`config.mk`:
```
export PLATFORM = sky130hd
export DESIGN_NAME = backlash_compensation_tracker_flat
export DESIGN_NICKNAME = d
export VERILOG_FILES = /design/src/design/bct_pkg.sv /design/src/design/bct_req_if.sv /design/src/design/bct_rsp_if.sv /design/src/design/backlash_compensation_tracker.sv /design/src/design/bct_lane.sv /design/src/design/bct_merge.sv /design/src/flat_wrapper.sv
export SDC_FILE = /design/constraint.sdc
export NUM_CORES = 2
export LEC_CHECK = 0
export BUFFER_PORTS_ARGS = -buffer_cell sky130_fd_sc_hd__buf_4
export CAP_MARGIN = 40
export CORE_AREA = 4 4 297 299
export CTS_CLUSTER_SIZE = 28
export DETAILED_ROUTE_END_ITERATION = 7
export DIE_AREA = 0 0 301 303
export MAX_ROUTING_LAYER = met4
export PLACE_DENSITY = 0.69
export SYNTH_ARGS = -nofsm -noshare
export SYNTH_HDL_FRONTEND = slang
export SYNTH_SLANG_ARGS = --single-unit
```
`constraint.sdc`:
```
create_clock -name clock -period 19.35 [get_ports clock]
set_clock_uncertainty 0.1 [all_clocks]
set_input_delay 3.87 -clock clock [delete_from_list [all_inputs] [get_ports clock]]
set_output_delay 3.87 -clock clock [all_outputs]
set_load 0.03 [all_outputs]
```
`src/design/bct_pkg.sv`:
```
`default_nettype none
// ----------------------------------------------------------------------------
// bct_pkg
// Shared constants, request and direction codes, lane types and the
// saturating offset helper for the backlash compensation tracker.
// ----------------------------------------------------------------------------
package bct_pkg;

   localparam int NUM_CH = 6;              // lane slots present in the block
   localparam int AXES   = 6;              // axes in use, 1 .. NUM_CH
   localparam int POS_W  = 32;             // Q15.16 position width
   localparam int BL_W   = 20;             // backlash register width
   localparam int REQ_W  = 2;
   localparam int IDX_W  = $clog2(NUM_CH);
   localparam int DIR_W  = 2;

   // request codes
   localparam logic [REQ_W-1:0] REQ_MOVE     = 2'd0;
   localparam logic [REQ_W-1:0] REQ_RESET    = 2'd1;
   localparam logic [REQ_W-1:0] REQ_SYNC     = 2'd2;
   localparam logic [REQ_W-1:0] REQ_RESERVED = 2'd3;

   // direction codes
   localparam logic [DIR_W-1:0] DIR_POS = 2'd0;
   localparam logic [DIR_W-1:0] DIR_NEG = 2'd1;
   localparam logic [DIR_W-1:0] DIR_NEU = 2'd2;

   typedef logic signed [POS_W-1:0] pos_type;

   typedef struct packed {
      logic            en;
      logic [BL_W-1:0] data;
   } csr_wr_type;

   typedef struct packed {
      logic             take;
      logic [REQ_W-1:0] req_type;
   } lane_ctl_type;

   typedef struct packed {
      logic    fire;
      pos_type comp;
   } lane_res_type;

   // previous target plus or minus backlash, clamped to the signed range
   function automatic pos_type offset_sat(input pos_type base,
                                          input logic [BL_W-1:0] amount,
                                          input logic negative);
      logic signed [POS_W:0] wide;
      logic signed [POS_W:0] delta;
      pos_type               result;
      delta = $signed({{(POS_W+1-BL_W){1'b0}}, amount});
      if (negative) begin
         wide = {base[POS_W-1], base} - delta;
      end else begin
         wide = {base[POS_W-1], base} + delta;
      end
      if (wide[POS_W] != wide[POS_W-1]) begin
         result = wide[POS_W] ? {1'b1, {(POS_W-1){1'b0}}} : {1'b0, {(POS_W-1){1'b1}}};
      end else begin
         result = wide[POS_W-1:0];
      end
      return result;
   endfunction

endpackage
`default_nettype wire

```
`src/design/bct_req_if.sv`:
```
`default_nettype none
// ----------------------------------------------------------------------------
// bct_req_if
// Request channel: request code and six axis positions per beat.
// ----------------------------------------------------------------------------
interface bct_req_if;
   logic                    valid;
   logic                    ready;
   logic [bct_pkg::REQ_W-1:0] req_type;
   bct_pkg::pos_type        pos_axis0;
   bct_pkg::pos_type        pos_axis1;
   bct_pkg::pos_type        pos_axis2;
   bct_pkg::pos_type        pos_axis3;
   bct_pkg::pos_type        pos_axis4;
   bct_pkg::pos_type        pos_axis5;

   modport source (output valid, req_type, pos_axis0, pos_axis1, pos_axis2,
                   pos_axis3, pos_axis4, pos_axis5, input ready);
   modport sink (input valid, req_type, pos_axis0, pos_axis1, pos_axis2,
                 pos_axis3, pos_axis4, pos_axis5, output ready);
endinterface
`default_nettype wire

```
`src/design/bct_rsp_if.sv`:
```
`default_nettype none
// ----------------------------------------------------------------------------
// bct_rsp_if
// Response channel: one compensation move point per axis per beat.
// ----------------------------------------------------------------------------
interface bct_rsp_if;
   logic             valid;
   logic             ready;
   bct_pkg::pos_type comp_axis0;
   bct_pkg::pos_type comp_axis1;
   bct_pkg::pos_type comp_axis2;
   bct_pkg::pos_type comp_axis3;
   bct_pkg::pos_type comp_axis4;
   bct_pkg::pos_type comp_axis5;

   modport source (output valid, comp_axis0, comp_axis1, comp_axis2, comp_axis3,
                   comp_axis4, comp_axis5, input ready);
   modport sink (input valid, comp_axis0, comp_axis1, comp_axis2, comp_axis3,
                 comp_axis4, comp_axis5, output ready);
endinterface
`default_nettype wire

```
`src/design/backlash_compensation_tracker.sv`:
```
`default_nettype none
// ----------------------------------------------------------------------------
// backlash_compensation_tracker
// Six-axis backlash tracker that emits a compensation move on reversal.
// ----------------------------------------------------------------------------
// Each request beat carries a code and six Q15.16 positions. A move beat
// compares every axis against its stored target in its own lane, all lanes
// in the same cycle; an axis with nonzero backlash that reverses, or moves
// first from neutral, gets its point pushed by its backlash (saturating).
// If any lane fired, one response beat holds all six points (a lane that
// did not fire reports its previous target). Reset and sync beats load the
// positions and never respond; code 3 is dropped. The block takes one beat
// per cycle: lane state updates on the accepting edge, and the response
// sits in a single output register, so a request is held off only while
// that register is full and the response side is stalling. The user must
// write the backlash registers through csr_we / csr_index / csr_wdata only
// while the block is idle; the block itself does not enforce this.
// ----------------------------------------------------------------------------
module backlash_compensation_tracker (
   input  logic                        clock,
   input  logic                        reset,
   input  logic                        csr_we,
   input  logic [bct_pkg::IDX_W-1:0]   csr_index,
   input  logic [bct_pkg::BL_W-1:0]    csr_wdata,
   bct_req_if.sink                     req_bus,
   bct_rsp_if.source                   rsp_bus
);

   bct_pkg::pos_type      pos_vec  [bct_pkg::NUM_CH];
   bct_pkg::lane_res_type lane_res [bct_pkg::NUM_CH];
   bct_pkg::lane_ctl_type lane_ctl;
   logic                  stage_free;
   logic                  take;
   logic                  any_fire;

   // flatten the per-axis payload fields into a lane vector
   always_comb begin
      pos_vec[0] = req_bus.pos_axis0;
      pos_vec[1] = req_bus.pos_axis1;
      pos_vec[2] = req_bus.pos_axis2;
      pos_vec[3] = req_bus.pos_axis3;
      pos_vec[4] = req_bus.pos_axis4;
      pos_vec[5] = req_bus.pos_axis5;
   end

   // accept whenever the output register can hold a new response
   assign req_bus.ready     = stage_free;
   assign take              = req_bus.valid && stage_free;
   assign lane_ctl.take     = take;
   assign lane_ctl.req_type = req_bus.req_type;

   for (genvar i = 0; i < bct_pkg::NUM_CH; i++) begin : g_lane
      if (i < bct_pkg::AXES) begin : g_used
         bct_pkg::csr_wr_type csr_wr;
         assign csr_wr.en   = csr_we && (csr_index == bct_pkg::IDX_W'(i));
         assign csr_wr.data = csr_wdata;

         bct_lane u_lane (
            .clock  (clock),
            .reset  (reset),
            .csr_wr (csr_wr),
            .ctl    (lane_ctl),
            .pos    (pos_vec[i]),
            .res    (lane_res[i])
         );
      end else begin : g_unused
         // axis not in use: never fire, report zero
         assign lane_res[i] = '0;
      end
   end

   bct_merge u_merge (
      .clock      (clock),
      .reset      (reset),
      .take       (take),
      .lane_res   (lane_res),
      .stage_free (stage_free),
      .rsp        (rsp_bus)
   );

   always_comb begin
      any_fire = 1'b0;
      for (int i = 0; i < bct_pkg::NUM_CH; i++) begin
         any_fire = any_fire | lane_res[i].fire;
      end
   end

   // a move beat with a firing lane must produce a response next cycle
   a_fire_responds: assert property (@(posedge clock) disable iff (reset)
      (take && any_fire) |=> rsp_bus.valid)
      else $error("firing move beat produced no response");

   // non-move beats never respond; with the sink ready the register drains
   a_load_silent: assert property (@(posedge clock) disable iff (reset)
      (take && (req_bus.req_type != bct_pkg::REQ_MOVE) && rsp_bus.ready)
      |=> !rsp_bus.valid)
      else $error("non-move beat produced a response");

   // requests are held off only behind a stalled full output register
   a_backpressure: assert property (@(posedge clock) disable iff (reset)
      !req_bus.ready |-> (rsp_bus.valid && !rsp_bus.ready))
      else $error("request stalled without output stall");

endmodule
`default_nettype wire

```
`src/design/bct_lane.sv`:
```
`default_nettype none
// ----------------------------------------------------------------------------
// bct_lane
// One axis: backlash register, last target, direction, and the reversal
// check that yields this axis's compensation point.
// ----------------------------------------------------------------------------
module bct_lane (
   input  logic                  clock,
   input  logic                  reset,
   input  bct_pkg::csr_wr_type   csr_wr,
   input  bct_pkg::lane_ctl_type ctl,
   input  bct_pkg::pos_type      pos,
   output bct_pkg::lane_res_type res
);

   logic [bct_pkg::BL_W-1:0]  backlash_ff, backlash_in;
   bct_pkg::pos_type          last_target_ff, last_target_in;
   logic [bct_pkg::DIR_W-1:0] move_dir_ff, move_dir_in;

   logic is_move;
   logic enabled;
   logic goes_up;
   logic goes_down;

   always_comb begin
      is_move   = (ctl.req_type == bct_pkg::REQ_MOVE);
      enabled   = (backlash_ff != '0);
      goes_up   = (pos > last_target_ff);
      goes_down = (pos < last_target_ff);

      res.fire = is_move && enabled &&
                 ((goes_up && (move_dir_ff != bct_pkg::DIR_POS)) ||
                  (goes_down && (move_dir_ff != bct_pkg::DIR_NEG)));
      if (res.fire) begin
         res.comp = bct_pkg::offset_sat(last_target_ff, backlash_ff, goes_down);
      end else begin
         res.comp = last_target_ff;
      end
   end

   always_comb begin
      backlash_in    = backlash_ff;
      last_target_in = last_target_ff;
      move_dir_in    = move_dir_ff;
      if (csr_wr.en) begin
         backlash_in = csr_wr.data;
      end
      if (ctl.take) begin
         case (ctl.req_type)
            bct_pkg::REQ_MOVE: begin
               last_target_in = pos;
               if (enabled && goes_up) begin
                  move_dir_in = bct_pkg::DIR_POS;
               end else if (enabled && goes_down) begin
                  move_dir_in = bct_pkg::DIR_NEG;
               end
            end
            bct_pkg::REQ_RESET: begin
               last_target_in = pos;
               move_dir_in    = bct_pkg::DIR_NEU;
            end
            bct_pkg::REQ_SYNC: begin
               last_target_in = pos;
            end
            default: begin
               // unused code: leave state alone
            end
         endcase
      end
   end

   always_ff @(posedge clock) begin
      if (reset) begin
         backlash_ff    <= '0;
         last_target_ff <= '0;
         move_dir_ff    <= bct_pkg::DIR_NEU;
      end else begin
         backlash_ff    <= backlash_in;
         last_target_ff <= last_target_in;
         move_dir_ff    <= move_dir_in;
      end
   end

endmodule
`default_nettype wire

```
`src/design/bct_merge.sv`:
```
`default_nettype none
// ----------------------------------------------------------------------------
// bct_merge
// Combine lane results into one response beat and hold it in the output
// register until taken.
// ----------------------------------------------------------------------------
module bct_merge (
   input  logic                  clock,
   input  logic                  reset,
   input  logic                  take,
   input  bct_pkg::lane_res_type lane_res [bct_pkg::NUM_CH],
   output logic                  stage_free,
   bct_rsp_if.source             rsp
);

   logic             rsp_valid_ff, rsp_valid_in;
   bct_pkg::pos_type comp_ff [bct_pkg::NUM_CH];
   bct_pkg::pos_type comp_in [bct_pkg::NUM_CH];
   logic             any_fire;

   always_comb begin
      any_fire = 1'b0;
      for (int i = 0; i < bct_pkg::NUM_CH; i++) begin
         any_fire = any_fire | lane_res[i].fire;
      end
      stage_free   = !rsp_valid_ff || rsp.ready;
      rsp_valid_in = rsp_valid_ff && !rsp.ready;
      comp_in      = comp_ff;
      if (take && any_fire) begin
         rsp_valid_in = 1'b1;
         for (int i = 0; i < bct_pkg::NUM_CH; i++) begin
            comp_in[i] = lane_res[i].comp;
         end
      end
   end

   always_ff @(posedge clock) begin
      if (reset) begin
         rsp_valid_ff <= 1'b0;
      end else begin
         rsp_valid_ff <= rsp_valid_in;
      end
   end

   always_ff @(posedge clock) begin
      comp_ff <= comp_in;
   end

   assign rsp.valid      = rsp_valid_ff;
   assign rsp.comp_axis0 = comp_ff[0];
   assign rsp.comp_axis1 = comp_ff[1];
   assign rsp.comp_axis2 = comp_ff[2];
   assign rsp.comp_axis3 = comp_ff[3];
   assign rsp.comp_axis4 = comp_ff[4];
   assign rsp.comp_axis5 = comp_ff[5];

endmodule
`default_nettype wire

```
`src/flat_wrapper.sv`:
```
// flat-port wrapper written by rule: the top's interface ports become plain ports
module backlash_compensation_tracker_flat 
  (clock, reset, csr_we, csr_index, csr_wdata, req_bus_valid, req_bus_req_type, req_bus_pos_axis0, req_bus_pos_axis1, req_bus_pos_axis2, req_bus_pos_axis3, req_bus_pos_axis4, req_bus_pos_axis5, req_bus_ready, rsp_bus_valid, rsp_bus_comp_axis0, rsp_bus_comp_axis1, rsp_bus_comp_axis2, rsp_bus_comp_axis3, rsp_bus_comp_axis4, rsp_bus_comp_axis5, rsp_bus_ready);
  bct_req_if req_bus_i ();
  bct_rsp_if rsp_bus_i ();
  input  logic clock;
  input  logic reset;
  input  logic csr_we;
  input  logic [bct_pkg::IDX_W-1:0] csr_index;
  input  logic [bct_pkg::BL_W-1:0] csr_wdata;
  input wire logic [$bits(req_bus_i.valid)-1:0] req_bus_valid;
  input wire logic [$bits(req_bus_i.req_type)-1:0] req_bus_req_type;
  input wire logic [$bits(req_bus_i.pos_axis0)-1:0] req_bus_pos_axis0;
  input wire logic [$bits(req_bus_i.pos_axis1)-1:0] req_bus_pos_axis1;
  input wire logic [$bits(req_bus_i.pos_axis2)-1:0] req_bus_pos_axis2;
  input wire logic [$bits(req_bus_i.pos_axis3)-1:0] req_bus_pos_axis3;
  input wire logic [$bits(req_bus_i.pos_axis4)-1:0] req_bus_pos_axis4;
  input wire logic [$bits(req_bus_i.pos_axis5)-1:0] req_bus_pos_axis5;
  output wire logic [$bits(req_bus_i.ready)-1:0] req_bus_ready;
  output wire logic [$bits(rsp_bus_i.valid)-1:0] rsp_bus_valid;
  output wire logic [$bits(rsp_bus_i.comp_axis0)-1:0] rsp_bus_comp_axis0;
  output wire logic [$bits(rsp_bus_i.comp_axis1)-1:0] rsp_bus_comp_axis1;
  output wire logic [$bits(rsp_bus_i.comp_axis2)-1:0] rsp_bus_comp_axis2;
  output wire logic [$bits(rsp_bus_i.comp_axis3)-1:0] rsp_bus_comp_axis3;
  output wire logic [$bits(rsp_bus_i.comp_axis4)-1:0] rsp_bus_comp_axis4;
  output wire logic [$bits(rsp_bus_i.comp_axis5)-1:0] rsp_bus_comp_axis5;
  input wire logic [$bits(rsp_bus_i.ready)-1:0] rsp_bus_ready;
  assign req_bus_i.valid = req_bus_valid;
  assign req_bus_i.req_type = req_bus_req_type;
  assign req_bus_i.pos_axis0 = req_bus_pos_axis0;
  assign req_bus_i.pos_axis1 = req_bus_pos_axis1;
  assign req_bus_i.pos_axis2 = req_bus_pos_axis2;
  assign req_bus_i.pos_axis3 = req_bus_pos_axis3;
  assign req_bus_i.pos_axis4 = req_bus_pos_axis4;
  assign req_bus_i.pos_axis5 = req_bus_pos_axis5;
  assign req_bus_ready = req_bus_i.ready;
  assign rsp_bus_valid = rsp_bus_i.valid;
  assign rsp_bus_comp_axis0 = rsp_bus_i.comp_axis0;
  assign rsp_bus_comp_axis1 = rsp_bus_i.comp_axis1;
  assign rsp_bus_comp_axis2 = rsp_bus_i.comp_axis2;
  assign rsp_bus_comp_axis3 = rsp_bus_i.comp_axis3;
  assign rsp_bus_comp_axis4 = rsp_bus_i.comp_axis4;
  assign rsp_bus_comp_axis5 = rsp_bus_i.comp_axis5;
  assign rsp_bus_i.ready = rsp_bus_ready;
  backlash_compensation_tracker u_core (.clock(clock), .reset(reset), .csr_we(csr_we), .csr_index(csr_index), .csr_wdata(csr_wdata), .req_bus(req_bus_i), .rsp_bus(rsp_bus_i));
endmodule
```
======== Yosys cells after proc, flatten, opt, wreduce, memory -nomap -nowiden ========
Index checks and enable logic that the tools add are counted.
word-level totals
  output and inout bits ................... 194
  register bits ........................... 517
  word-level logic and storage cells ...... 205
  bits of input ports ..................... 222
cells by class
  mux-type cells .......................... 49
  bitwise gates (word level) .............. 5
  $add $sub $neg .......................... 12
  eq/ne operators ......................... 25
  magnitude comparators ................... 12
  reduce and logical (&&, ||, !) cells .... 77
operators with widths
  cell                                                 number
  two-way mux 32 bit                                   18
  two-way mux 33 bit                                   12
  adder 32 x 21 -> 33 bit                              6
  subtractor 32 x 21 -> 33 bit                         6
  greater-than comparator 32 bit                       6
  < comparator 32 bit                                  6
  nonzero test 20 bit                                  6
  logical AND 1 bit                                    45
  two-way mux 2 bit                                    12
  case mux 2 bit (2 select lines)                      6
  AND reduction 3 bit                                  6
  != test 3 bit, second input constant                 5
  nonzero test 2 bit                                   7
  != test 2 x 1 -> 1 bit, second input constant        6
  logical OR 1 bit                                     7
  equality test 3 x 2 -> 1 bit, second input constant  2
  equality test 3 bit, second input constant           2
  != test 1 bit                                        6
  bitwise OR 1 bit                                     5
  equality test 3 x 1 -> 1 bit, second input constant  1
  zero test 3 bit                                      1
  != test 3 x 1 -> 1 bit, second input constant        1
  OR reduction 3 bit                                   1
  equality test 2 x 1 -> 1 bit, second input constant  1
  5 further kinds                                      6

======== Depth between registers and ports, before layout ========
  depth after elaboration ................. 11
  depth in mapped cells ................... 25
  mapped depth without buffers ............ 23

======== By module ========
A second synthesis with hierarchy kept.
unflattened totals
  cell total of the unflattened synthesis .. 4,621
  area total of the unflattened synthesis .. 39,356.5 um^2
modules (own cells, without submodules)
  module                                         seq. area each (um^2)  area an instance (um^2)  times used  cells an instance
  bct_lane (u_core.g_lane[0].g_used.u_lane ...)  1,081.0                5,552.8                  5           733
  bct_merge                                      5,785.5                5,820.6                  1           198
  bct_lane (u_core.g_lane[1].g_used.u_lane)      1,081.0                5,690.5                  1           751
  backlash_compensation_tracker                  0.0                    81.3                     1           7

======== Least setup slack after synthesis ========
No wires, ideal clock.
  kind .................................... input-to-reg
  start ................................... in req_bus_pos_axis0[17]
  end ..................................... reg u_core.u_merge.comp_ff (netlist bit u_core.u_merge.rsp.comp_axis0[0]) (enable)
  required time ........................... 18,502 ps
  library setup time ...................... 748 ps
  buffers on the path ..................... 1
  cell stages on the path ................. 13
  data arrival time ....................... 14,314 ps
  setup slack ............................. 4,188 ps
  cells stage by stage .................... ha_1 > a21o_1 > a21o_1 > a21o_1 > a21oi_1 > or4b_1 > clkbuf_1 > o22ai_1 > o21ai_0 > nor2_1 > o21ai_1 > and4b_1 > nor2_1
on the way
  cells in the longest elaborated chain, start to end .. 10
  elaborated cells between the ends (all ways) .. 12
  classes of those cells .................. 2 x order compare; 5 x bitwise; 5 x reduce/logical
RTL lines
  element                                                                line                            RTL
  from (decl)                                                            flat_wrapper.sv:13              input wire logic [$bits(req_bus_i.pos_axis0)-1:0] req_bus_pos_axis0;
  greater-than comparator 32 bit or < comparator 32 bit (tied branches)  bct_lane.sv:28, bct_lane.sv:29
  logical AND 1 bit, on equally long branches                            bct_lane.sv:32, bct_lane.sv:33
  logical OR 1 bit (*)                                                   bct_lane.sv:32                  ((goes_up && (move_dir_ff != bct_pkg::DIR_POS)) ||
  logical AND 1 bit (*)                                                  bct_lane.sv:31                  res.fire = is_move && enabled &&
  bitwise OR 1 bit (*) (5 in a row)                                      --
  logical AND 1 bit (*)                                                  bct_merge.sv:29                 if (take && any_fire) begin
  to (signal assigned)                                                   bct_merge.sv:46                 comp_ff <= comp_in;
  to (decl)                                                              bct_merge.sv:17                 bct_pkg::pos_type comp_ff [bct_pkg::NUM_CH];
Mark *: on every way between the ends. The rest lies on a longest branch, timed or not.
A chain may end at the register's enable or synchronous reset.

==> reports/qor.yml <==
cp_top_family: "compound AO/OA/AOI/OAI gates"
min-delay-start: "u_core.g_lane[4].g_used.u_lane.move_dir_ff[1]"
synth_seq_cells: 517
hold_depth: 2
worstPathRequired_ns: 19.68
io_buffer_count: 415
critPathArrivalTime_ns: 10.77
grt_overflow_total: 0
design.die.area_sq_mm: 0.0912
cts_buffer_depth: 3
tns_ns: 0
grt_first_pass_wirelength_um: 188000
drt_iter0_markers: 2629
synth_warnings: 0
fin_crit_sh_pct: 53.9
gp_congestion: 0.923
p_clk_share_pct: 25.9
clock-sinks: 517
yosysSeqAreaShare_pct: 32.0
cp-end-kind: "register"
synth_top_family_by_area: "compound AO/OA/AOI/OAI gates"
synthAdderAreaFrac_pct: 14.4
core_sq_mm: 0.0851
wl_per_cell_um: 19.0
p_sw_mw: 1.79
first_global_vias: 33300
muxShareOfSynthArea_pct: 0.379
cts_resized: 0
drt_wl_total_um: 121000
rr_endpoint: "u_core.u_merge.rsp.comp_axis3[9]"
drt-pass1-iter-count: 6
slew_headroom_pct: 38.8
ir_drop_mv: 0.0635
drtAntennaViolNets: 0
dp_hpwl_um: 91500
ys_types: 90
synth_xor_area_share_pct: 6.87
pwr-share-comb_pct: 45.0
cts.htree.levels: 2
tightest_slew_ns: 0.912
start_util_pct: 45.0
syn_avg_cell_area_sq_um: 7.89
drive_gt1_share_pct: 12.2
clock_latency_ns: 0.63
cts-root-buf: "clkbuf_16"
placementRows: 107
worstPathMaxFanout: 28
post_cts.repair.setup_buffers: 0
drc: 0
synthArstFlopShare_pct: 0
yosys.area_share.simple_pct: 18.4
cp-start-kind: "input pin"
internal_power_mw: 2.73
synth_flop_cell: "dfxtp_1"
io_pins: 416
fin_ws_ns: 8.91
ys_top_cells_by_count: "nand2_1, a21oi_1, ha_1"
synth_area_sq_mm: 0.0383
path_class: "input pin to register"
fmaxAchievable_ghz: 0.0958
rr_worst_depth: 23
crit_slowest_cell: "xnor2_4"
dp_slack_ns: 8.48
cap_violations: 0
die_h_um: 303
synth_most_common_cell: "nand2_1"
leakage_nw: 18.4
synth_area_leaders: "dfxtp_1, edfxtp_1, ha_1"
yosysTopAreaCellShare_pct: 17.0
hold_end: "u_core.g_lane[4].g_used.u_lane.move_dir_ff[1]"
grt_setup_unrepaired: "no"
cts_buffers: 60
area_growth_pct: 16.6
fin_util_pct: 52.4
synth_compound_area_share_pct: 22.7
critPathMostFrequentCell: "buf_4"
syn-instance-count: 4852
worst-path-buf-inv: 3
power_mw: 4.52
dieWidth_um: 301
antenna_found_initial: 7
cts_tree: "built"
finalSetupViolCount: 0
seq_power_share_pct: 29.1
finalCriticalPeriod_ns: 10.44
path_clk_slew_ns: 0.06
slew_violations: 0
gr-usage-all-layers_pct: 26.5
synth_top_cell_by_area: "dfxtp_1"
p_per_area_mw_per_mm2: 101
synth-edff-count: 192
nNetsFinal: 5786
regToRegSetupSlack_ns: 11.84
status: "complete, no violations"
cp_slowest_stage_delay_ns: 0.64
holdBufCountCts: 0
syn_nets: 5470
switching_share_pct: 39.5
vias_per_cell: 5.56
num_vias: 35400
grt_max_degree: 108
min_path_type: "register to register"
hold_violations: 0
crit_chain: "buf_4, ha_1, nand4_1, nor4_1, o21ai_1, a311oi_1, nor2_1, mux2i_2, buf_4, mux2i_1, fa_1, a211oi_1, o21ai_0, a31oi_1, o31ai_1, a31oi_1, o311ai_0, o21ai_0, a21oi_1, xnor2_4, buf_4, a21oi_1, o31ai_1"
==> layout by cell type, fill, tap and decap left out, types with 47 or more instances in the layout <==
master,synthesis,final
nand2_1,944,944
a21o_1,107,106
xor2_1,107,105
o21ai_0,238,238
xnor2_1,184,180
nand2b_1,47,47
a21oi_1,630,629
dfxtp_1,325,325
clkbuf_16,0,63
inv_1,297,297
o31ai_1,99,99
maj3_1,52,52
nor3_1,57,55
nand4_1,51,51
ha_1,390,390
nand3_1,69,69
buf_4,2,461
nor2_1,273,271
edfxtp_1,192,192
==> cell type report <==
| cell class | count | area, sq um |
|---|---|---|
| Timing Repair Buffer | 472 | 3630 |
| Fill cell | 8151 | 40500 |
| Sequential cell | 517 | 12300 |
| Tap cell | 1144 | 1430 |
| Inverter | 298 | 1120 |
| Antenna cell | 5 | 12.5 |
| Clock inverter | 34 | 330 |
| Clock buffer | 78 | 1680 |
| Multi-Input combinational cell | 3819 | 24200 |
==> flip-flops by register name, indices dropped and copies added, names as in the netlist <==
name	flops
u_core.u_merge.rsp.comp_axis5	32
u_core.u_merge.rsp.comp_axis4	32
u_core.g_lane.g_used.u_lane.move_dir_ff	12
u_core.u_merge.rsp.comp_axis0	32
u_core.u_merge.rsp.comp_axis3	32
u_core.g_lane.g_used.u_lane.backlash_ff	120
u_core.u_merge.rsp.comp_axis1	32
u_core.u_merge.rsp.comp_axis2	32
u_core.g_lane.g_used.u_lane.last_target_ff	192
u_core.u_merge.rsp.valid	1
==> power by group through the flow <==
stage / Sequential [mW] / Combinational [mW] / Clock [mW]
2_1_floorplan: 1.44 / 1.39 / 0
3_3_place_gp: 1.34 / 1.98 / 0
3_5_place_dp: 1.34 / 2.01 / 0
4_1_cts: 1.32 / 2.03 / 1.20
5_1_grt: 1.32 / 2.25 / 1.24
6_report: 1.31 / 2.03 / 1.17
==> per-layer routing <==
metal,track usage (%),routed length [um],vias to the layer above
met4,6.04,2750,0
met2,43.7,57200,931
met1,34.8,54000,16500
li1,-,-,17800
met3,3.68,7310,163
met5,-,0,-
==> through the flow <==
stage | cell area, sq um | cells | hold slack (ns)
2_1_floorplan | 38300 | 4852 | 0.323
3_3_place_gp | 42400 | 6236 | 0.332
5_1_grt | 44600 | 6367 | 0.368
3_5_place_dp | 42600 | 6250 | 0.343
4_1_cts | 44600 | 6362 | 0.351
6_report | 44600 | 6367 | 0.348
==> tightest hold or removal path: cells and delay by family, from the launching register on <==
family        cells  cell delay [ns]
flops             1             0.31
simple gates      2             0.09
==> cells by family (layout without fill, tap and decap cells) <==
kind of cell               after synthesis  in the layout
DFF                                    517            517
other                                    0              5
AOI/OAI and AO/OA                     1436           1436
xor gates and xnor gates               296            296
buffers and inverters                  516            882
muxes                                   14             14
adders and majority gates              448            448
and+or+nand+nor                       1625           1625
==> how the worst max path moves through the flow <==
stage | slack (ns) | startpoint | cells after the start | endpoint
3_5_place_dp | 8.48 | req_bus_pos_axis3[15] | 23 | u_core.u_merge.rsp.comp_axis3[6]
4_1_cts | 9.07 | req_bus_pos_axis3[15] | 23 | u_core.u_merge.rsp.comp_axis3[9]
2_1_floorplan | 4.19 | req_bus_pos_axis0[17] | 13 | u_core.u_merge.rsp.comp_axis0[0]
6_report | 8.91 | req_bus_pos_axis3[15] | 23 | u_core.u_merge.rsp.comp_axis3[9]
5_1_grt | 8.42 | req_bus_pos_axis3[15] | 23 | u_core.u_merge.rsp.comp_axis3[9]
3_3_place_gp | 8.73 | req_bus_pos_axis5[31] | 22 | u_core.u_merge.rsp.comp_axis5[14]
(Power assumes the default switching activity.)
